[src/rtl/lz77_token_decoder_assert.svh]
// Assertion macros used by the lz77_token_decoder top level
`ifndef LZ77_TOKEN_DECODER_ASSERT_SVH
`define LZ77_TOKEN_DECODER_ASSERT_SVH

// Same-cycle implication, sampled on clk_i, off during reset
`define LZ77TD_ASSERT_IMP(label, ante, cons) \
  label: assert property (@(posedge clk_i) disable iff (!rst_ni) (ante) |-> (cons)) \
    else $error("lz77 token decoder: check failed");

// Next-cycle implication, sampled on clk_i, off during reset
`define LZ77TD_ASSERT_NXT(label, ante, cons) \
  label: assert property (@(posedge clk_i) disable iff (!rst_ni) (ante) |=> (cons)) \
    else $error("lz77 token decoder: check failed");

`endif

[src/rtl/lz77td_pkg.sv]
// Shared types and constants of the LZ77 token decoder
package lz77td_pkg;

  localparam int OFFSET_W    = 12;
  localparam int LENGTH_W    = 6;
  localparam int BYTE_W      = 8;
  localparam int OFFSET_SPAN = 1 << OFFSET_W;

  localparam int QUEUE_DEPTH = 2;
  localparam int QPTR_W      = $clog2(QUEUE_DEPTH);
  localparam int QCNT_W      = $clog2(QUEUE_DEPTH + 1);

  typedef struct packed {
    logic [OFFSET_W-1:0] offset;
    logic [LENGTH_W-1:0] length;
    logic [BYTE_W-1:0]   next_byte;
  } token_t;

  typedef struct packed {
    logic [BYTE_W-1:0] data_byte;
    logic              last;
  } out_t;

endpackage

[src/rtl/lz77td_token_if.sv]
// Valid/ready channel that carries one token per item
interface lz77td_token_if;
  logic                 valid;
  logic                 ready;
  lz77td_pkg::token_t   payload;

  modport source (output valid, output payload, input ready);
  modport sink   (input valid, input payload, output ready);
endinterface

[src/rtl/lz77td_front.sv]
// Front end: takes tokens, clamps the length and folds the offset into the ring
module lz77td_front #(
  parameter int HISTORY_DEPTH = 4096,
  parameter int MAX_LENGTH    = 63
) (
  input  logic           clk_i,
  input  logic           rst_ni,
  lz77td_token_if.sink   tok_i,
  lz77td_token_if.source tok_o
);
  import lz77td_pkg::*;

  // number of restoring-remainder steps needed to bring any offset below the depth
  function automatic int red_steps(input int d);
    int n;
    n = 0;
    for (int k = 0; k < OFFSET_W; k++) begin
      if ((d << k) < OFFSET_SPAN) n++;
    end
    return n;
  endfunction

  // largest shifted depth that still fits the offset field
  function automatic int top_div(input int d);
    int v;
    v = d;
    for (int k = 1; k < OFFSET_W; k++) begin
      if ((d << k) < OFFSET_SPAN) v = d << k;
    end
    return v;
  endfunction

  localparam int RED_STEPS = red_steps(HISTORY_DEPTH);
  localparam int DIV_TOP   = top_div(HISTORY_DEPTH);
  localparam int SW        = $clog2(RED_STEPS + 2);

  localparam logic [1:0] ST_EMPTY  = 2'd0;
  localparam logic [1:0] ST_REDUCE = 2'd1;
  localparam logic [1:0] ST_FULL   = 2'd2;

  logic [1:0]          state_q, state_d;
  token_t              tok_q, tok_d;
  logic [OFFSET_W-1:0] div_q, div_d;
  logic [SW-1:0]       step_q, step_d;
  logic                take;

  assign tok_i.ready = (state_q == ST_EMPTY) || ((state_q == ST_FULL) && tok_o.ready);
  assign take        = tok_i.valid && tok_i.ready;

  assign tok_o.valid   = (state_q == ST_FULL);
  assign tok_o.payload = tok_q;

  always_comb begin
    state_d = state_q;
    tok_d   = tok_q;
    div_d   = div_q;
    step_d  = step_q;
    unique case (state_q) inside
      ST_EMPTY, ST_FULL: begin
        if (take) begin
          tok_d.offset    = tok_i.payload.offset;
          tok_d.next_byte = tok_i.payload.next_byte;
          tok_d.length    = (tok_i.payload.length > LENGTH_W'(MAX_LENGTH)) ?
                            LENGTH_W'(MAX_LENGTH) : tok_i.payload.length;
          div_d           = OFFSET_W'(DIV_TOP);
          step_d          = SW'(RED_STEPS);
          state_d         = (RED_STEPS == 0) ? ST_FULL : ST_REDUCE;
        end else if (state_q == ST_FULL && tok_o.ready) begin
          state_d = ST_EMPTY;
        end
      end
      ST_REDUCE: begin
        // one trial subtraction of a shifted depth per cycle
        if (tok_q.offset >= div_q) begin
          tok_d.offset = tok_q.offset - div_q;
        end
        div_d  = div_q >> 1;
        step_d = step_q - SW'(1);
        if (step_q == SW'(1)) begin
          state_d = ST_FULL;
        end
      end
      default: begin
        state_d = ST_EMPTY;
      end
    endcase
  end

  always_ff @(posedge clk_i or negedge rst_ni) begin
    if (!rst_ni) begin
      state_q <= ST_EMPTY;
      step_q  <= '0;
    end else begin
      state_q <= state_d;
      step_q  <= step_d;
    end
  end

  always_ff @(posedge clk_i) begin
    tok_q <= tok_d;
    div_q <= div_d;
  end

endmodule

[src/flat_wrapper.sv]
// flat-port wrapper written by rule: the top's interface ports become plain ports
module lz77td_front_flat import lz77td_pkg::*;
#(
  parameter int HISTORY_DEPTH = 4096,
  parameter int MAX_LENGTH    = 63
)
  (clk_i, rst_ni, tok_i_valid, tok_i_payload, tok_i_ready, tok_o_valid, tok_o_payload, tok_o_ready);
  lz77td_token_if tok_i_i ();
  lz77td_token_if tok_o_i ();
  input  logic clk_i;
  input  logic rst_ni;
  input wire logic [$bits(tok_i_i.valid)-1:0] tok_i_valid;
  input wire logic [$bits(tok_i_i.payload)-1:0] tok_i_payload;
  output wire logic [$bits(tok_i_i.ready)-1:0] tok_i_ready;
  output wire logic [$bits(tok_o_i.valid)-1:0] tok_o_valid;
  output wire logic [$bits(tok_o_i.payload)-1:0] tok_o_payload;
  input wire logic [$bits(tok_o_i.ready)-1:0] tok_o_ready;
  assign tok_i_i.valid = tok_i_valid;
  assign tok_i_i.payload = tok_i_payload;
  assign tok_i_ready = tok_i_i.ready;
  assign tok_o_valid = tok_o_i.valid;
  assign tok_o_payload = tok_o_i.payload;
  assign tok_o_i.ready = tok_o_ready;
  lz77td_front #(.HISTORY_DEPTH(HISTORY_DEPTH), .MAX_LENGTH(MAX_LENGTH)) u_core (.clk_i(clk_i), .rst_ni(rst_ni), .tok_i(tok_i_i), .tok_o(tok_o_i));
endmodule
[config.mk]
export PLATFORM = sky130hd
export DESIGN_NAME = lz77td_front_flat
export DESIGN_NICKNAME = d
export VERILOG_FILES = /design/src/rtl/lz77_token_decoder_assert.svh /design/src/rtl/lz77td_pkg.sv /design/src/rtl/lz77td_token_if.sv /design/src/rtl/lz77td_front.sv /design/src/flat_wrapper.sv
export SDC_FILE = /design/constraint.sdc
export NUM_CORES = 1
export LEC_CHECK = 0
export ABC_AREA = 1
export BUFFER_PORTS_ARGS = -buffer_cell sky130_fd_sc_hd__buf_2
export CORE_MARGIN = 2
export CORE_UTILIZATION = 42
export DETAILED_ROUTE_END_ITERATION = 10
export MAX_ROUTING_LAYER = met4
export PLACE_DENSITY = 0.78
export SLEW_MARGIN = 10
export SYNTH_ARGS = -nofsm -noshare
export SYNTH_HDL_FRONTEND = slang
export SYNTH_SLANG_ARGS = --single-unit
[constraint.sdc]
create_clock -name clk_i -period 1.87 [get_ports clk_i]
set_input_delay 0.374 -clock clk_i [delete_from_list [all_inputs] [get_ports clk_i]]
set_output_delay 0.374 -clock clk_i [all_outputs]
set_load 0.01 [all_outputs]
======== Word-level counts from Yosys, hierarchy flattened ========
Cells that the tools add are included.
storage, ports and cells
  flip-flop bits (word level) ............. 41
operators by class
  add/subtract/negate cells ............... 2
  magnitude comparators ................... 2
  equality and inequality tests ........... 6
  multiplexer cells ....................... 12
  reductions and logical operators ........ 10
operators by type and width
  cell                                                                    number
  12-bit one-hot mux with 2 select lines                                  2
  26-bit 2-to-1 mux                                                       1
  12-bit 2-to-1 mux                                                       2
  12-bit greater-or-equal comparator                                      1
  12-bit subtractor                                                       1
  6-bit > comparator (second input constant)                              1
  2-bit 2-to-1 mux                                                        3
  6-bit 2-to-1 mux                                                        1
  2-bit AND reduction                                                     3
  2-bit by 1-bit != test with 1-bit output (second input constant)        2
  2-bit one-hot mux with 2 select lines                                   1
  3-bit by 1-bit != test with 1-bit output (second input constant)        1
  3-bit AND reduction                                                     1
  2-bit by 1-bit equality test with 1-bit output (second input constant)  1
  2-bit equality test (second input constant)                             1
  1-bit logical AND                                                       2
  2-bit zero test                                                         1
  2-bit != test (second input constant)                                   1
  1-bit one-hot mux with 2 select lines                                   1
  2-bit nonzero test                                                      1
  2-bit OR reduction                                                      1
  1-bit logical OR                                                        1
  1-bit 2-to-1 mux                                                        1
  1-bit subtractor (second input constant)                                1

======== Depth between registers and ports, before layout ========
  depth in word-level cells ............... 6
  mapped depth ............................ 5
  gate-level depth less buffers ........... 4

======== Worst setup path before layout ========
Ideal clock, no wire load.
  kind .................................... register to register
  from .................................... register u_core.state_q[1]
  to ...................................... register u_core.tok_q (netlist bit u_core.tok_o.payload[0]) (enable)
  arrival ................................. 1.272 ns
  setup slack ............................. 0.217 ns
  cell stages (with the launch flop) ...... 5
  path buffers ............................ 1
  cell sequence ........................... dfrtp_1 > nand2_4 > nand2_4 > buf_12 > inv_1
between the ends
  cells in the longest elaborated chain, start to end .. 5
ends and longest elaborated chain
  element                                   RTL line             source
  start: declaration                        lz77td_front.sv:41   logic [1:0] state_q, state_d;
  start signal: assignment                  lz77td_front.sv:94   state_q <= state_d;
  2-bit equality test                       lz77td_front.sv:47   assign tok_i.ready = (state_q == ST_EMPTY) || ((state_q == ST_FULL) && tok_o.ready);
  1-bit logical AND                         lz77td_front.sv:47
  1-bit logical OR (*)                      lz77td_front.sv:47
  via tok_i_ready                           flat_wrapper.sv:14   output wire logic [$bits(tok_i_i.ready)-1:0] tok_i_ready;
  1-bit logical AND (*)                     lz77td_front.sv:48   assign take = tok_i.valid && tok_i.ready;
  via u_core.take                           lz77td_front.sv:45   logic take;
  2-bit AND reduction (no source line) (*)  -
  end signal: assignment                    lz77td_front.sv:100  tok_q <= tok_d;
  end: declaration                          lz77td_front.sv:42   token_t tok_q, tok_d;
The timed path passes the listed nets; every way through them passes the cells marked *.
A chain may end at the register's enable or synchronous reset.

======== Worst setup path after layout ========
  from .................................... register u_core.state_q[1]
  to ...................................... output tok_i_ready
between the ends
  cells in the longest elaborated chain, start to end .. 3
ends and longest elaborated chain
  element               RTL line
  2-bit equality test   lz77td_front.sv:47
  1-bit logical AND     lz77td_front.sv:47
  1-bit logical OR (*)  lz77td_front.sv:47
  end: declaration      flat_wrapper.sv:14
Every way passes the cells marked *; elsewhere a longest branch is shown, timed or not.

==> results_dict.tcl <==
set metrics [dict create \
    grt_max_degree 19 \
    start_util_pct 44.65 \
    drtPass1Iterations 4 \
    tightest_slew_ps 228.1 \
    cts_tree "built" \
    grt_pass1_wl_mm 2.104 \
    cpMaxStageDelayCell "dfrtp_1" \
    status "finished, final reports clean" \
    dp_hpwl_mm 1.184 \
    syn-cell-area_um2 997.2 \
    cap_violations 0 \
    ys_types 10 \
    ctsHoldBuffers 1 \
    setup-violations-final 0 \
    fin_total_pwr_mw 1.100 \
    power.density_nw_per_um2 827.0 \
    fp.dieW_um 52.73 \
    cp-start-kind "flop" \
    fin_nets 151 \
    drive_above_1_share_pct 60.83 \
    synth_compound_area_share_pct 0 \
    boundaryPins 58 \
    ys_top_cells_by_count "26 x edfxtp_1, 14 x inv_1, 7 x nor2_2" \
    gp_congestion 0.6281 \
    wirelength_mm 1.480 \
    vdd_drop_max_mv 0.4996 \
    max_freq_ghz 0.7419 \
    grt_antenna_before_repair 0 \
    areaGrowthSynthToFinish_pct 33.38 \
    cts_buffer_depth 2 \
    crit_buf_inv 1 \
    fin_tns_setup_ps 0 \
    cts_made_buffers 3 \
    ys_seq_elements 27 \
    track_usage_pct 11.34 \
    syn_avg_cell_area_um2 15.83 \
    grt_pass1_vias 524 \
    cts_root_buffer "clkbuf_4" \
    min_period_ps 1348 \
    criticalPathCategory "flop to primary output" \
    holdPathStages 1 \
    rows 17 \
    async_reset_ff_share_pct 3.704 \
    synth_top_area_cell "edfxtp_1" \
    grt_overflow 0 \
    via_per_inst 4.061 \
    nFillCells 185 \
    io_buffer_count 57 \
    wire_per_inst_um 10.00 \
    p_leak_nw 0.6363 \
    cts_max_level 1 \
    worstSetupEndpointType "primary output" \
    hold_viol 0 \
    clk_pin_slew_worst_paths_ps 130 \
    worst-path-max-fanout 3 \
    cts_setup_buffers 0 \
    critical-path-top-delay-family "flip-flops" \
    cts.sinks 27 \
    synth_mux_area_share_pct 0 \
    max_slew_margin_pct 84.79 \
    timing.reg2reg.worst_path_depth 4 \
    synthTopCellsByArea "edfxtp_1 78%, inv_1 5.3%, nor2_2 4.4%" \
    synth_xor_area_share_pct 0 \
    multi_input_area_um2 96.34 \
    yosysMostFrequentCell "edfxtp_1" \
    maxSlewViolCount 0 \
    synth_edf_count 26 \
    synthCells 63 \
    yosys.area_share.simple_pct 9.661 \
    cp_cell_sequence "nand2_4 > buf_2" \
    ys_warn_count 0 \
    synth.top_cell.area_share_pct 78.29 \
    regArea_um2 805.8 \
    core_area_um2 2233 \
    crit_required_ps 1500 \
    die_area_um2 2780 \
    min_path_type "input port to flop" \
    cts_resized 0 \
    cp_num_cells 2 \
    skew_ps 4.241 \
    rsz0062_at_grt "no" \
    fin_crit_sh_pct 72.08 \
    slowest_delay_ps 430 \
    drtIter0Drc 8 \
    synthFlopType "edfxtp_1" \
    worstPathArrival_ps 970 \
    synthAdderAreaFrac_pct 0 \
    synth_top_family_by_area "simple AND/OR/NAND/NOR gates" \
    seq_area_frac_synth_pct 80.80 \
    num_antenna_cells 0 \
    route.detailed.drc 0 \
    die-height_um 52.73 \
    ant_nets 0 \
    syn_nets 93 \
    via_count 601 \
    worstSkewPairLatency_ps 310 \
]
## worst paths after layout
path	startpoint	slack, ps	end
setup / recovery	u_core.state_q[1]	520	tok_i_ready
hold / removal	tok_i_payload[0]	230	u_core.tok_o.payload[0]
setup reg to reg	u_core.state_q[1]	560	u_core.tok_o.payload[12]
hold reg to reg	u_core.state_q[1]	600	u_core.state_q[1]
max in group asynchronous	rst_ni	1440	u_core.state_q[1]
min in group asynchronous	rst_ni	350	u_core.state_q[1]
## power by group
part | switching (mW) | internal [mW]
combinational | 0.0793 | 0.0624
clock | 0.156 | 0.0814
sequential | 0.0100 | 0.711
## kinds of logic (layout without fill, tap and decap cells)
group / Yosys count / after routing
flip-flops: 27 / 27
buffers and inverters: 21 / 78
AND/OR/NAND/NOR: 15 / 15
## stage by stage
stage               hold WS, ps  cells  util [%]  area (µm²)  setup slack, ps
floorplan                 78.41     63         -       997.2            216.8
global placement          149.4    143     57.76        1290            522.1
detailed placement        149.8    143     57.76        1290            481.9
CTS                       212.4    148     59.55        1330            503.7
global route              197.1    148     59.55        1330            454.5
finish                    226.8    148     59.55        1330            522.1
## registers in the layout (all words and copies together), names as in the netlist
register              count
u_core.tok_o.payload     26
u_core.state_q            1
## metal layers
layer / vias up / share of wire, % / GRT usage (%)
met5: - / 0 / -
met4: 0 / 0.68 / 5.128
met3: 2 / 10 / 3.714
met2: 34 / 50 / 18.33
met1: 256 / 39 / 12.81
li1: 309 / - / -
## placed cells by master (no fill, tap or decap), drive strengths merged
cell and count:
clkinvlp 1, buf 59, dlygate4sd3 1, dfrtp 1
nand2 3, clkbuf 3, nor2 12, inv 14
edfxtp 26
## cell type report
| cell class | instances | share of cell area (%) |
|---|---|---|
| Inverter | 14 | 3.951 |
| Multi-Input combinational cell | 15 | 7.244 |
| Sequential cell | 27 | 60.58 |
| Clock buffer | 3 | 1.693 |
| Clock inverter | 1 | 0.5644 |
| Tap cell | 28 | 2.634 |
| Timing Repair Buffer | 60 | 23.33 |
No activity file was read; power rests on OpenSTA's default activity.
