### config.mk
export PLATFORM = sky130hd
export DESIGN_NAME = lz77td_fifo_flat
export DESIGN_NICKNAME = d
export VERILOG_FILES = /design/src/rtl/lz77_token_decoder_assert.svh /design/src/rtl/lz77td_pkg.sv /design/src/rtl/lz77td_token_if.sv /design/src/rtl/lz77td_fifo.sv /design/src/flat_wrapper.sv
export SDC_FILE = /design/constraint.sdc
export NUM_CORES = 1
export LEC_CHECK = 0
export BUFFER_PORTS_ARGS = -buffer_cell sky130_fd_sc_hd__buf_2
export CORE_AREA = 5 5 91 93
export CTS_BUF_LIST = sky130_fd_sc_hd__clkbuf_2 sky130_fd_sc_hd__clkbuf_4 sky130_fd_sc_hd__clkbuf_8
export DETAILED_ROUTE_END_ITERATION = 7
export DIE_AREA = 0 0 96 98
export GPL_TIMING_DRIVEN = 1
export HOLD_SLACK_MARGIN = 0.08
export RECOVER_POWER = 50
export SETUP_SLACK_MARGIN = 0.1
export SKIP_CTS_REPAIR_TIMING = 1
export SLEW_MARGIN = 20
export SYNTH_ARGS = -nofsm -noshare
export SYNTH_HDL_FRONTEND = slang
export SYNTH_SLANG_ARGS = --single-unit
### constraint.sdc
create_clock -name clk_i -period 2.1 [get_ports clk_i]
set_clock_uncertainty 0.05 [all_clocks]
set_input_delay 0.63 -clock clk_i [delete_from_list [all_inputs] [get_ports clk_i]]
set_output_delay 0.63 -clock clk_i [all_outputs]
set_load 0.02 [all_outputs]
### src/rtl/lz77_token_decoder_assert.svh
// Assertion macros used by the lz77_token_decoder top level
`ifndef LZ77_TOKEN_DECODER_ASSERT_SVH
`define LZ77_TOKEN_DECODER_ASSERT_SVH

// Same-cycle implication, sampled on clk_i, off during reset
`define LZ77TD_ASSERT_IMP(label, ante, cons) \
  label: assert property (@(posedge clk_i) disable iff (!rst_ni) (ante) |-> (cons)) \
    else $error("lz77 token decoder: check failed");

// Next-cycle implication, sampled on clk_i, off during reset
`define LZ77TD_ASSERT_NXT(label, ante, cons) \
  label: assert property (@(posedge clk_i) disable iff (!rst_ni) (ante) |=> (cons)) \
    else $error("lz77 token decoder: check failed");

`endif

### src/rtl/lz77td_pkg.sv
// Shared types and constants of the LZ77 token decoder
package lz77td_pkg;

  localparam int OFFSET_W    = 12;
  localparam int LENGTH_W    = 6;
  localparam int BYTE_W      = 8;
  localparam int OFFSET_SPAN = 1 << OFFSET_W;

  localparam int QUEUE_DEPTH = 2;
  localparam int QPTR_W      = $clog2(QUEUE_DEPTH);
  localparam int QCNT_W      = $clog2(QUEUE_DEPTH + 1);

  typedef struct packed {
    logic [OFFSET_W-1:0] offset;
    logic [LENGTH_W-1:0] length;
    logic [BYTE_W-1:0]   next_byte;
  } token_t;

  typedef struct packed {
    logic [BYTE_W-1:0] data_byte;
    logic              last;
  } out_t;

endpackage

### src/rtl/lz77td_token_if.sv
// Valid/ready channel that carries one token per item
interface lz77td_token_if;
  logic                 valid;
  logic                 ready;
  lz77td_pkg::token_t   payload;

  modport source (output valid, output payload, input ready);
  modport sink   (input valid, input payload, output ready);
endinterface

### src/rtl/lz77td_fifo.sv
// Short token queue between the front end and the copy engine
module lz77td_fifo (
  input  logic           clk_i,
  input  logic           rst_ni,
  lz77td_token_if.sink   tok_i,
  lz77td_token_if.source tok_o
);
  import lz77td_pkg::*;

  token_t            mem_q [QUEUE_DEPTH];
  logic [QPTR_W-1:0] wr_q, rd_q;
  logic [QCNT_W-1:0] cnt_q;
  logic              push, pop;

  assign tok_i.ready   = (cnt_q != QCNT_W'(QUEUE_DEPTH));
  assign tok_o.valid   = (cnt_q != '0);
  assign tok_o.payload = mem_q[rd_q];

  assign push = tok_i.valid && tok_i.ready;
  assign pop  = tok_o.valid && tok_o.ready;

  always_ff @(posedge clk_i or negedge rst_ni) begin
    if (!rst_ni) begin
      wr_q  <= '0;
      rd_q  <= '0;
      cnt_q <= '0;
    end else begin
      if (push) begin
        wr_q <= (wr_q == QPTR_W'(QUEUE_DEPTH - 1)) ? '0 : wr_q + QPTR_W'(1);
      end
      if (pop) begin
        rd_q <= (rd_q == QPTR_W'(QUEUE_DEPTH - 1)) ? '0 : rd_q + QPTR_W'(1);
      end
      case ({push, pop})
        2'b10:   cnt_q <= cnt_q + QCNT_W'(1);
        2'b01:   cnt_q <= cnt_q - QCNT_W'(1);
        default: cnt_q <= cnt_q;
      endcase
    end
  end

  always_ff @(posedge clk_i) begin
    if (push) begin
      mem_q[wr_q] <= tok_i.payload;
    end
  end

endmodule

### src/flat_wrapper.sv
// flat-port wrapper written by rule: the top's interface ports become plain ports
module lz77td_fifo_flat import lz77td_pkg::*;
  (clk_i, rst_ni, tok_i_valid, tok_i_payload, tok_i_ready, tok_o_valid, tok_o_payload, tok_o_ready);
  lz77td_token_if tok_i_i ();
  lz77td_token_if tok_o_i ();
  input  logic clk_i;
  input  logic rst_ni;
  input wire logic [$bits(tok_i_i.valid)-1:0] tok_i_valid;
  input wire logic [$bits(tok_i_i.payload)-1:0] tok_i_payload;
  output wire logic [$bits(tok_i_i.ready)-1:0] tok_i_ready;
  output wire logic [$bits(tok_o_i.valid)-1:0] tok_o_valid;
  output wire logic [$bits(tok_o_i.payload)-1:0] tok_o_payload;
  input wire logic [$bits(tok_o_i.ready)-1:0] tok_o_ready;
  assign tok_i_i.valid = tok_i_valid;
  assign tok_i_i.payload = tok_i_payload;
  assign tok_i_ready = tok_i_i.ready;
  assign tok_o_valid = tok_o_i.valid;
  assign tok_o_payload = tok_o_i.payload;
  assign tok_o_i.ready = tok_o_ready;
  lz77td_fifo u_core (.clk_i(clk_i), .rst_ni(rst_ni), .tok_i(tok_i_i), .tok_o(tok_o_i));
endmodule
# After elaboration in Yosys (flattened, before gate mapping)
# Memory sizes are Yosys's and may differ from the RTL's.
# Cells that the tools add are included.
# classes
n_addsub	4
n_eq_ne	3
muxes	5
n_reduce_logical	4
# ops
cell	count
$mux 1	4
$pmux 2 s2	1
$reduce_bool 2->1	2
$add 1x1->1 const B	2
$add 2x1->2 const B	1
$eq 2x1->1 const B	1
$eq 2x2->1 const B	1
$logic_and 1x1->1	2
$ne 2x2->1 const B	1
$sub 2x1->2 const B	1
# totals
ff_bits	4
mem_bits_rw	52
in_bits	30
out_inout_bits	28
memories	1
# memory_table
name	depth	word_bits	read_ports	rd_ports_with_merged_regs	write_ports	line	source
u_core.mem_q	2	26	1	0	1	lz77td_fifo.sv:10	token_t mem_q [QUEUE_DEPTH];

# Longest topological paths before layout
# Gate-level depths: netlist (run 1).
# logic_depth
ltp_word	4
depth_mapped	6

# Worst setup path after synthesis (run 1)
# Ideal clock, no wire load.
# synth_timing
path_type	reg-to-reg
from	reg u_core.cnt_q[0]
to	mem u_core.mem_q[0][0] (netlist name) (enable)
arrival_time_ps	1913
t_required_ps	1641
path_slack_ps	-272
stages_incl_launch_ff	4
path_cell_list	dfrtp_1 nand2b_1 nand2_1 nor2_1
# synth_via
elab_chain_cells	4
# synth_rtl
element	line	source
start: declaration	lz77td_fifo.sv:12	logic [QCNT_W-1:0] cnt_q;
start signal: assignment	lz77td_fifo.sv:35	2'b10: cnt_q <= cnt_q + QCNT_W'(1);
start signal: assignment	lz77td_fifo.sv:36	2'b01: cnt_q <= cnt_q - QCNT_W'(1);
start signal: assignment	lz77td_fifo.sv:37	default: cnt_q <= cnt_q;
$ne 2x2->1	lz77td_fifo.sv:15	assign tok_i.ready = (cnt_q != QCNT_W'(QUEUE_DEPTH));
via tok_i_ready	flat_wrapper.sv:10	output wire logic [$bits(tok_i_i.ready)-1:0] tok_i_ready;
$logic_and 1x1->1	lz77td_fifo.sv:19	assign push = tok_i.valid && tok_i.ready;
$mux 1	lz77td_fifo.sv:43	if (push) begin
$mux 1 (implied by the code)	lz77td_fifo.sv:44	mem_q[wr_q] <= tok_i.payload;
end: declaration	lz77td_fifo.sv:10	
# The timed path passes the listed nets, and every way through them passes these cells.

# Worst setup path in the final report (run 1)
# layout_timing
from	reg u_core.rd_q
to	out tok_o_payload[19]
# layout_via
elab_chain_cells	1
# layout_rtl
element	line	source
start: declaration	lz77td_fifo.sv:11	logic [QPTR_W-1:0] wr_q, rd_q;
start signal: assignment	lz77td_fifo.sv:32	rd_q <= (rd_q == QPTR_W'(QUEUE_DEPTH - 1)) ? '0 : rd_q + QPTR_W'(1);
$mem_v2 2x26	n/a	
end: declaration	flat_wrapper.sv:12	output wire logic [$bits(tok_o_i.payload)-1:0] tok_o_payload;
# No other way between the ends.

==> key figures, run 1 <==
Route
  • Total iterations of the first detailed-routing run: 4
  • Initial DRC Count: 20
  • DR vias/cell: 3.95
  • Vias: 1055
  • Final wirelength: 3560 µm
  • DRC Markers: 0
  • Post-DRT Antenna Nets: 0
  • WL per Instance: 13.3 µm

Status
  • Status: completed

Power
  • Max VDD drop: 0.599 mV
  • Cell Pwr Density: 1360 mW/mm²
  • P_leak: 0.000933 µW
  • Tot Pwr: 3570 µW

Die
  • Initial core utilization: 28.0%
  • Core Area: 0.00745 mm²
  • Die width: 96 µm
  • Die height: 98 µm
  • Standard-cell rows: 32
  • I/O Pins: 58
  • Die area: 0.00941 mm²

Synthesis
  • Syn nets: 129
  • Most frequent cell after synthesis: edfxtp_1
  • Synth Flop Type: edfxtp_1
  • Post-Syn Area: 0.00208 mm²
  • Commonest cells post-synth: edfxtp_1, mux2_2, dfrtp_1
  • #FFs+latches synth: 56
  • Library cells used by synthesis: 13
  • Sequential share of the synthesized area: 79.8%
  • Mapped Cells: 98
  • EDFF count, synth: 52
  • Synth warn: 0
  • Synth top area cells: edfxtp_1, mux2_2, dfrtp_1, buf_6, xnor2_1
  • Area share of the largest cell type after synthesis: 75.0%
  • Synth area leader: edfxtp_1
  • Mean Syn Cell Area: 21.3 µm²
  • Async S/R FF share, synth: 7.14%

Worst setup path
  • Req. time, crit path: 1420 ps
  • Critical path buffer and inverter count: 2
  • Worst path depth: 3
  • R2r endpoint: u_core.cnt_q[1]$_DFFE_PN0P_
  • FF-to-FF path depth: 5
  • Critical-path top delay cell: dfrtp_1
  • Top delay family on crit path: flip-flops
  • Reg-to-Reg Start: u_core.cnt_q[0]$_DFFE_PN0P_
  • Arrival @ worst endpoint: 1410 ps
  • Crit path cell chain: buf_12 -> mux2_2 -> buf_4
  • CP Launch Type: flop
  • Worst Path Max Fanout: 20
  • Setup CP Type: flop to output port
  • CP max stage delay: 400 ps
  • Setup crit end kind: output port
  • Flop2flop setup slack: 560 ps

STA
  • Slew @ Worst Pin: 228 ps
  • Total Neg Setup Slack: 0 ps
  • RSZ-0062 raised after global routing: yes
  • Fin crit period: 2090 ps
  • Final Hold Fails: 0
  • Max Slew Vio Count: 0
  • Final Setup Violations: 0
  • Period utilization: 99.7%
  • FMAX: 478 MHz
  • Slew margin rel.: 84.8%

Layout
  • Area grow syn2layout: 26.0%
  • Diode count: 0
  • Final Cell Area: 0.00263 mm²
  • Final core occ: 35.2%
  • Layout net count: 195
  • Share of layout cells above drive strength 1: 48.5%
  • Number of filler instances in the final layout: 746

Clock network
  • Worst-Skew Late Latency: 300 ps
  • CTS tree: built
  • Total CTS buffers: 5
  • Root buf cell: clkbuf_8
  • H-tree Lvls: 2
  • Worst-case clock buffer depth: 2
  • Worst-path clk slew: 100 ps
  • Clock Sinks: 56

Hold path
  • Min-Delay Endpoint: u_core.cnt_q[1]$_DFFE_PN0P_
  • Hold Startpoint: u_core.cnt_q[1]$_DFFE_PN0P_
  • Worst Hold Depth: 1
  • Worst Hold Class: flop to flop

Global routing
  • Antenna violations before repair: 0
  • Global-route wire length before repair: 5410 µm
  • Pin count of the biggest net entering global routing: 27
  • Number of global-route vias before repair: 1065
  • GRT overflow: 0
  • GRT Overall Usage: 7.82%

Place
  • Port Buffers: 57
  • Placement Cell Area: 0.00253 mm²
  • Routability cong.: 0.625
  • Post-DP HPWL: 2450 µm

Run
  • MaxCap Viol Count: 0
==> state kept, by name, summed over array words and instances, names as in the netlist <==
name	cells
u_core.wr_q	1
u_core.cnt_q	2
u_core.rd_q	1
u_core.mem_q	52
==> per-stage QoR <==
stage	setup slack (ps)	std cells	hold WS (ps)
after floorplan	150	98	284
after global placement	345	258	393
after detailed placement	340	258	392
after CTS	-14.7	266	48.9
after global routing	-48.5	267	440
final	6.37	267	447
==> routing by layer <==
metal	routed length, µm	global-route usage (%)
met5	0	0
met4	56	3.61
met3	272	3.08
met2	1660	11.7
met1	1580	9.88
==> area by class of cell <==
cell class	instances	area (µm²)	area share (%)
Tap cell	102	128	4.86
Clock buffer	5	68.8	2.62
Timing Repair Buffer	62	358	13.6
Clock inverter	3	18.8	0.715
Multi-Input combinational cell	39	390	14.9
Sequential cell	56	1660	63.3
==> how the worst max path moves through the flow <==
stage                                start                            to  slack (ps)
3_5_place_dp       u_core.rd_q$_DFFE_PN0P_             tok_o_payload[19]         340
4_1_cts            u_core.rd_q$_DFFE_PN0P_             tok_o_payload[19]         -10
6_report           u_core.rd_q$_DFFE_PN0P_             tok_o_payload[19]           6
2_1_floorplan  u_core.cnt_q[0]$_DFFE_PN0P_  u_core.mem_q[0][0]$_DFFE_PP_         150
3_3_place_gp       u_core.rd_q$_DFFE_PN0P_             tok_o_payload[16]         340
5_1_grt            u_core.rd_q$_DFFE_PN0P_             tok_o_payload[16]         -50
==> kinds of logic after synthesis <==
family                   Yosys count  synth area share, %
flip-flops                        56                 79.8
XOR/XNOR                           5                 2.10
AND/OR/NAND/NOR                    7                 1.86
multiplexers                      26                 14.1
buffers and inverters              3                 1.62
adder cells (fa/ha/maj)            1                0.601
==> cells in the final DEF, fill, tap and decap left out <==
cell type	n
dfrtp_1	4
dlygate4sd3_1	1
and3_1	1
clkbuf_8	5
xor2_1	2
and2_4	1
clkinvlp_4	2
buf_4	7
nor2_1	1
or2_1	1
edfxtp_1	52
nor2_2	1
clkbuf_1	16
buf_12	3
nand2_1	1
buf_2	35
mux2_2	26
ha_1	1
clkinv_1	1
xnor2_1	3
nand2b_1	1
==> report_power, final <==
group | total, µW | switching, µW | internal (µW) | leakage [µW]
clock | 562 | 332 | 231 | 0.0000378
combinational | 1400 | 779 | 618 | 0.000366
sequential | 1610 | 79.8 | 1530 | 0.000530
total | 3570 | 1190 | 2380 | 0.000933
No activity file was read; power rests on OpenSTA's default activity.
==> inputs of run 2 (changes only) <==
--- a/constraint.sdc
+++ b/constraint.sdc
@@ -3,3 +3,3 @@
 set_input_delay 0.63 -clock clk_i [delete_from_list [all_inputs] [get_ports clk_i]]
 set_output_delay 0.63 -clock clk_i [all_outputs]
-set_load 0.02 [all_outputs]
+set_load 0.01 [all_outputs]
==> run 2 against run 1 <==
Total power down 2.6%. Largest power group unchanged. Die area unchanged. Critical path type unchanged. Critical endpoint is now tok_o_payload[16]. Highest routed layer unchanged. Worst hold slack better by 16 ps. Setup slack better by 33 ps. Global-route usage up 0.15 points.
==> key figures, run 2 (synthesized netlist as in run 1, its figures left out) <==
Status
  • Status: completed

Clock network
  • Worst-path clk slew: 90 ps (about the same)
  • Clock Sinks: 56 (unchanged)
  • Worst-case clock buffer depth: 2 (unchanged)
  • Total CTS buffers: 5 (unchanged)
  • CTS tree: built
  • Root buf cell: clkbuf_8
  • H-tree Lvls: 2 (unchanged)
  • Worst-Skew Late Latency: 300 ps (about the same)

Worst setup path
  • Req. time, crit path: 1420 ps (about the same)
  • CP max stage delay: 400 ps (about the same)
  • Setup crit end kind: output port
  • Flop2flop setup slack: 540 ps (-20 ps)
  • Setup CP Type: flop to output port
  • Worst Path Max Fanout: 20 (unchanged)
  • CP Launch Type: flop
  • Reg-to-Reg Start: u_core.cnt_q[1]$_DFFE_PN0P_
  • Arrival @ worst endpoint: 1380 ps (-30 ps)
  • Crit path cell chain: buf_12 -> mux2_2 -> buf_2
  • R2r endpoint: u_core.cnt_q[1]$_DFFE_PN0P_
  • FF-to-FF path depth: 5 (unchanged)
  • Critical-path top delay cell: dfrtp_1

STA
  • Slew margin rel.: 84.7% (-0.15 points)
  • Max Slew Vio Count: 0 (unchanged)
  • Slew @ Worst Pin: 230 ps (+2.25 ps)
  • Setup WS post-layout: 39.4 ps (+33.0 ps)
  • Final Hold Fails: 0 (unchanged)
  • RSZ-0062 raised after global routing: yes
  • Final Setup Violations: 0 (unchanged)
  • FMAX: 485 MHz (+1.6%)
  • Fin crit period: 2060 ps (-33.0 ps)
  • Worst hold slack: 463 ps (+15.9 ps)
  • Period utilization: 98.1% (-1.6 points)

Route
  • WL per Instance: 13.7 µm (+2.9%)
  • Vias: 1068 (+1.2%)
  • Post-DRT Antenna Nets: 0 (unchanged)
  • DRC Markers: 0 (unchanged)
  • DR vias/cell: 4.00 (+1.2%)
  • Initial DRC Count: 14 (-30%)
  • Total iterations of the first detailed-routing run: 2 (-2)
  • Final wirelength: 3660 µm (+2.9%)

Run
  • MaxCap Viol Count: 0 (unchanged)

Place
  • Dpl cells: 258 (unchanged)
  • Routability cong.: 0.634 (+1.3%)
  • Port Buffers: 57 (unchanged)
  • Pre-CTS WS: 357 ps (+17.6 ps)
  • Post-DP HPWL: 2470 µm (+0.73%)

Power
  • Max VDD drop: 0.602 mV (+0.44%)
  • Cell Pwr Density: 1320 mW/mm² (-3.0%)
  • P_leak: 0.000950 µW (+1.8%)

Layout
  • Most frequent cells in the layout: edfxtp_1, buf_2, mux2_2
  • Layout net count: 195 (unchanged)
  • Share of layout cells above drive strength 1: 50.3% (+1.8 points)
  • Area grow syn2layout: 26.5%
  • Most common cell after layout, fill and taps aside: edfxtp_1
  • Number of filler instances in the final layout: 740 (-0.80%)
  • Post-Layout Cell Count: 267 (unchanged)
  • Biggest register: u_core.mem_q
  • Diode count: 0 (unchanged)
  • Max reg flops: 52 (unchanged)
  • Final core occ: 35.4% (+0.15 points)
  • Biggest regs: u_core.mem_q (52), u_core.cnt_q (2)

Die
  • Die area: 0.00941 mm² (unchanged)
  • Die height: 98 µm (unchanged)
  • Die width: 96 µm (unchanged)
  • Standard-cell rows: 32 (unchanged)
  • Core Area: 0.00745 mm² (unchanged)
  • I/O Pins: 58 (unchanged)
  • Initial core utilization: 28.0% (unchanged)

Global routing
  • Antenna violations before repair: 0 (unchanged)
  • Pin count of the biggest net entering global routing: 27 (unchanged)
  • GRT Overall Usage: 7.97% (+0.15 points)
  • Number of global-route vias before repair: 1133 (+6.4%)
  • GRT overflow: 0 (unchanged)
  • Global-route wire length before repair: 5610 µm (+3.7%)

Hold path
  • Worst Hold Depth: 1 (unchanged)
  • Min-Delay Endpoint: u_core.wr_q$_DFFE_PN0P_
  • Hold Startpoint: u_core.wr_q$_DFFE_PN0P_
  • Worst Hold Class: flop to flop
## run 2: routing by layer
| metal | GRT usage (%) | vias to the layer above | part of all wire, % |
|---|---|---|---|
| li1 | - | 506 | - |
| met1 | 9.40 | 518 | 44 |
| met2 | 12.8 | 38 | 47 |
| met3 | 2.93 | 6 | 6.9 |
| met4 | 3.61 | 0 | 1.7 |
| met5 | 0 | - | 0 |
## run 2: power by group
part / leakage [µW] / internal, µW / switching (µW) / total, µW
sequential: 0.000530 / 1530 / 81.2 / 1610
combinational: 0.000366 / 588 / 591 / 1180
clock: 0.0000541 / 353 / 334 / 687
total: 0.000950 / 2470 / 1010 / 3480
## run 2: cell type report
type | count | area (µm²) | area share [%]
clock buffers | 5 | 68.8 | 2.61
multi-input cells | 39 | 390 | 14.8
flip-flops and latches | 56 | 1660 | 63.0
well taps | 102 | 128 | 4.84
repair buffers | 62 | 345 | 13.1
clock inverters | 3 | 42.5 | 1.61
## run 2: critical path: cells and delay by family, from the launching register on
kind	cells	cell delay (ps)
buffers and inverters	2	320
muxes	1	360
DFF	1	400
## run 2: worst max path at each step
stage / from / endpoint / slack [ps] / cells past startpoint
after global placement: u_core.rd_q$_DFFE_PN0P_ / tok_o_payload[16] / 360 / 3
after floorplan: tok_i_valid / u_core.mem_q[0][0]$_DFFE_PP_ / 230 / 2
after detailed placement: u_core.rd_q$_DFFE_PN0P_ / tok_o_payload[16] / 360 / 3
after CTS: u_core.rd_q$_DFFE_PN0P_ / tok_o_payload[16] / 3 / 3
final: u_core.rd_q$_DFFE_PN0P_ / tok_o_payload[16] / 40 / 3
after global routing: u_core.rd_q$_DFFE_PN0P_ / tok_o_payload[16] / -30 / 3
## run 2: stage by stage
stage	power, µW	instance area [µm²]	TNS (ps)
floorplan	2390	2090	0
global placement	2840	2530	0
detailed placement	2860	2530	0
CTS	3560	2640	0
global route	3690	2640	-369
finish	3480	2640	0
==> inputs of run 3 (changes only) <==
- PLACE_DENSITY: unset -> 0.5
==> run 3 against run 2 <==
Sequential share of layout area fell by 0.45 points. Count of clock-buffer cells in the layout did not move. First-iteration DRC count rose by 86%. Utilization rose by 0.25 points. Critical path depth did not move. Largest cell class unchanged. Critical path type unchanged.
==> key figures, run 3 (synthesized netlist as in run 1, its figures left out) <==
Layout
  • Area grow syn2layout: 27.4%
  • Most common cell after layout, fill and taps aside: edfxtp_1
  • Share of layout cells above drive strength 1: 50.3% (unchanged)
  • Final core occ: 35.7% (+0.25 points)
  • Diode count: 0 (unchanged)
  • Number of filler instances in the final layout: 748 (+1.1%)
  • Layout net count: 196 (+0.51%)
  • Max reg flops: 52 (unchanged)
  • Biggest regs: u_core.mem_q (52), u_core.cnt_q (2)
  • Most frequent cells in the layout: edfxtp_1, buf_2, mux2_2
  • Final Cell Area: 0.00266 mm² (+0.71%)
  • Biggest register: u_core.mem_q

Global routing
  • GRT Overall Usage: 8.04% (+0.062 points)
  • Antenna violations before repair: 0 (unchanged)
  • GRT overflow: 0 (unchanged)
  • Pin count of the biggest net entering global routing: 27 (unchanged)
  • Number of global-route vias before repair: 1132 (-0.088%)
  • Global-route wire length before repair: 5550 µm (-1.1%)

Die
  • Standard-cell rows: 32 (unchanged)
  • Core Area: 0.00745 mm² (unchanged)
  • Die height: 98 µm (unchanged)
  • Die width: 96 µm (unchanged)
  • I/O Pins: 58 (unchanged)
  • Die area: 0.00941 mm² (unchanged)
  • Initial core utilization: 28.0% (unchanged)

Worst setup path
  • Critical-path top delay cell: dfrtp_1
  • Flop2flop setup slack: 540 ps (about the same)
  • CP max stage delay: 400 ps (about the same)
  • CP Launch Type: flop
  • Arrival @ worst endpoint: 1380 ps (about the same)
  • Setup crit end kind: output port
  • Crit path cell chain: buf_12 -> mux2_2 -> buf_2
  • Setup CP Type: flop to output port
  • Req. time, crit path: 1420 ps (about the same)
  • FF-to-FF path depth: 5 (unchanged)
  • R2r endpoint: u_core.cnt_q[1]$_DFFE_PN0P_
  • Reg-to-Reg Start: u_core.cnt_q[0]$_DFFE_PN0P_
  • Worst Path Max Fanout: 19 (-5.0%)

Hold path
  • Hold Startpoint: u_core.cnt_q[1]$_DFFE_PN0P_
  • Min-Delay Endpoint: u_core.cnt_q[1]$_DFFE_PN0P_
  • Worst Hold Class: flop to flop
  • Worst Hold Depth: 1 (unchanged)

Clock network
  • H-tree Lvls: 2 (unchanged)
  • Root buf cell: clkbuf_8
  • Worst-case clock buffer depth: 2 (unchanged)
  • Total CTS buffers: 5 (unchanged)
  • CTS tree: built
  • Worst-path clk slew: 90 ps (about the same)
  • Clock Sinks: 56 (unchanged)
  • Worst-Skew Late Latency: 290 ps (about the same)

STA
  • Max Slew Vio Count: 0 (unchanged)
  • Period utilization: 98.1% (about the same)
  • FMAX: 486 MHz (about the same)
  • Final Setup Violations: 0 (unchanged)
  • Fin crit period: 2060 ps (-1.12 ps)
  • RSZ-0062 raised after global routing: yes
  • Final Hold Fails: 0 (unchanged)
  • Total Neg Setup Slack: 0 ps (unchanged)
  • Slew @ Worst Pin: 278 ps (+48.2 ps)
  • Slew margin rel.: 81.5% (-3.2 points)

Route
  • Initial DRC Count: 26 (+12)
  • Total iterations of the first detailed-routing run: 2 (unchanged)
  • Post-DRT Antenna Nets: 0 (unchanged)
  • Final wirelength: 3720 µm (+1.5%)
  • Vias: 1061 (-0.66%)
  • WL per Instance: 13.9 µm (+1.5%)
  • DRC Markers: 0 (unchanged)
  • DR vias/cell: 3.97 (-0.66%)

Place
  • Routability cong.: 0.627 (-1.0%)
  • Port Buffers: 57 (unchanged)
  • Placement Cell Area: 0.00253 mm² (-0.20%)
  • Post-DP HPWL: 2700 µm (+9.7%)

Power
  • Sequential power share: 45.1% (-1.2 points)
  • Gate power share: 32.8% (-1.1 points)
  • Tot Pwr: 3580 µW (+3.0%)
  • P_leak: 0.000964 µW (+1.5%)
  • Pint: 2590 µW (+4.8%)
  • Cell Pwr Density: 1350 mW/mm² (+2.2%)
  • Clock share of power: 22.1% (+2.3 points)
  • Max VDD drop: 0.641 mV (+6.5%)
  • Net Sw Frac: 27.7% (-1.3 points)
  • Switch Pwr: 991 µW (-1.5%)

Run
  • MaxCap Viol Count: 0 (unchanged)

Status
  • Status: completed
run 3: critical path: cells and delay by family (launching register included):
family | cells | cell delay (ps)
flip-flops | 1 | 400
buffers and inverters | 2 | 310
multiplexers | 1 | 370
run 3: stage by stage:
stage / hold WS, ps / setup slack (ps) / std cells
floorplan: 284 / 232 / 98
global placement: 391 / 374 / 259
detailed placement: 397 / 359 / 259
CTS: 59.9 / 12.2 / 266
global route: 446 / -40.7 / 267
finish: 461 / 40.5 / 267
run 3: how the worst max path moves through the flow:
stage | slack [ps] | end | from
2_1_floorplan | 230 | u_core.mem_q[0][0]$_DFFE_PP_ | tok_i_valid
3_3_place_gp | 370 | tok_o_payload[17] | u_core.rd_q$_DFFE_PN0P_
3_5_place_dp | 360 | tok_o_payload[9] | u_core.rd_q$_DFFE_PN0P_
4_1_cts | 10 | tok_o_payload[9] | u_core.rd_q$_DFFE_PN0P_
5_1_grt | -40 | tok_o_payload[9] | u_core.rd_q$_DFFE_PN0P_
6_report | 40 | tok_o_payload[7] | u_core.rd_q$_DFFE_PN0P_
run 3: power groups by stage:
| stage | sequential [µW] | combinational [µW] | clock (µW) |
|---|---|---|---|
| floorplan | 1620 | 774 | 0 |
| CTS | 1620 | 1200 | 821 |
| global route | 1640 | 1280 | 856 |
| global placement | 1630 | 1180 | 0 |
| finish | 1620 | 1170 | 789 |
| detailed placement | 1640 | 1200 | 0 |
run 3: final cells by class:
cell class,count,area (µm²),share of cell area (%)
flip-flops and latches,56,1660,62.6
multi-input cells,39,390,14.7
repair buffers,63,347,13.1
well taps,102,128,4.81
clock buffers,5,68.8,2.59
clock inverters,2,60.1,2.26
run 3: layer usage:
| layer | vias to the layer above | routed length, µm | GRT usage [%] |
|---|---|---|---|
| li1 | 506 | - | - |
| met1 | 515 | 1440 | 9.40 |
| met2 | 35 | 1950 | 13.3 |
| met3 | 5 | 268 | 2.93 |
| met4 | 0 | 58 | 2.95 |
| met5 | - | 0 | 0 |
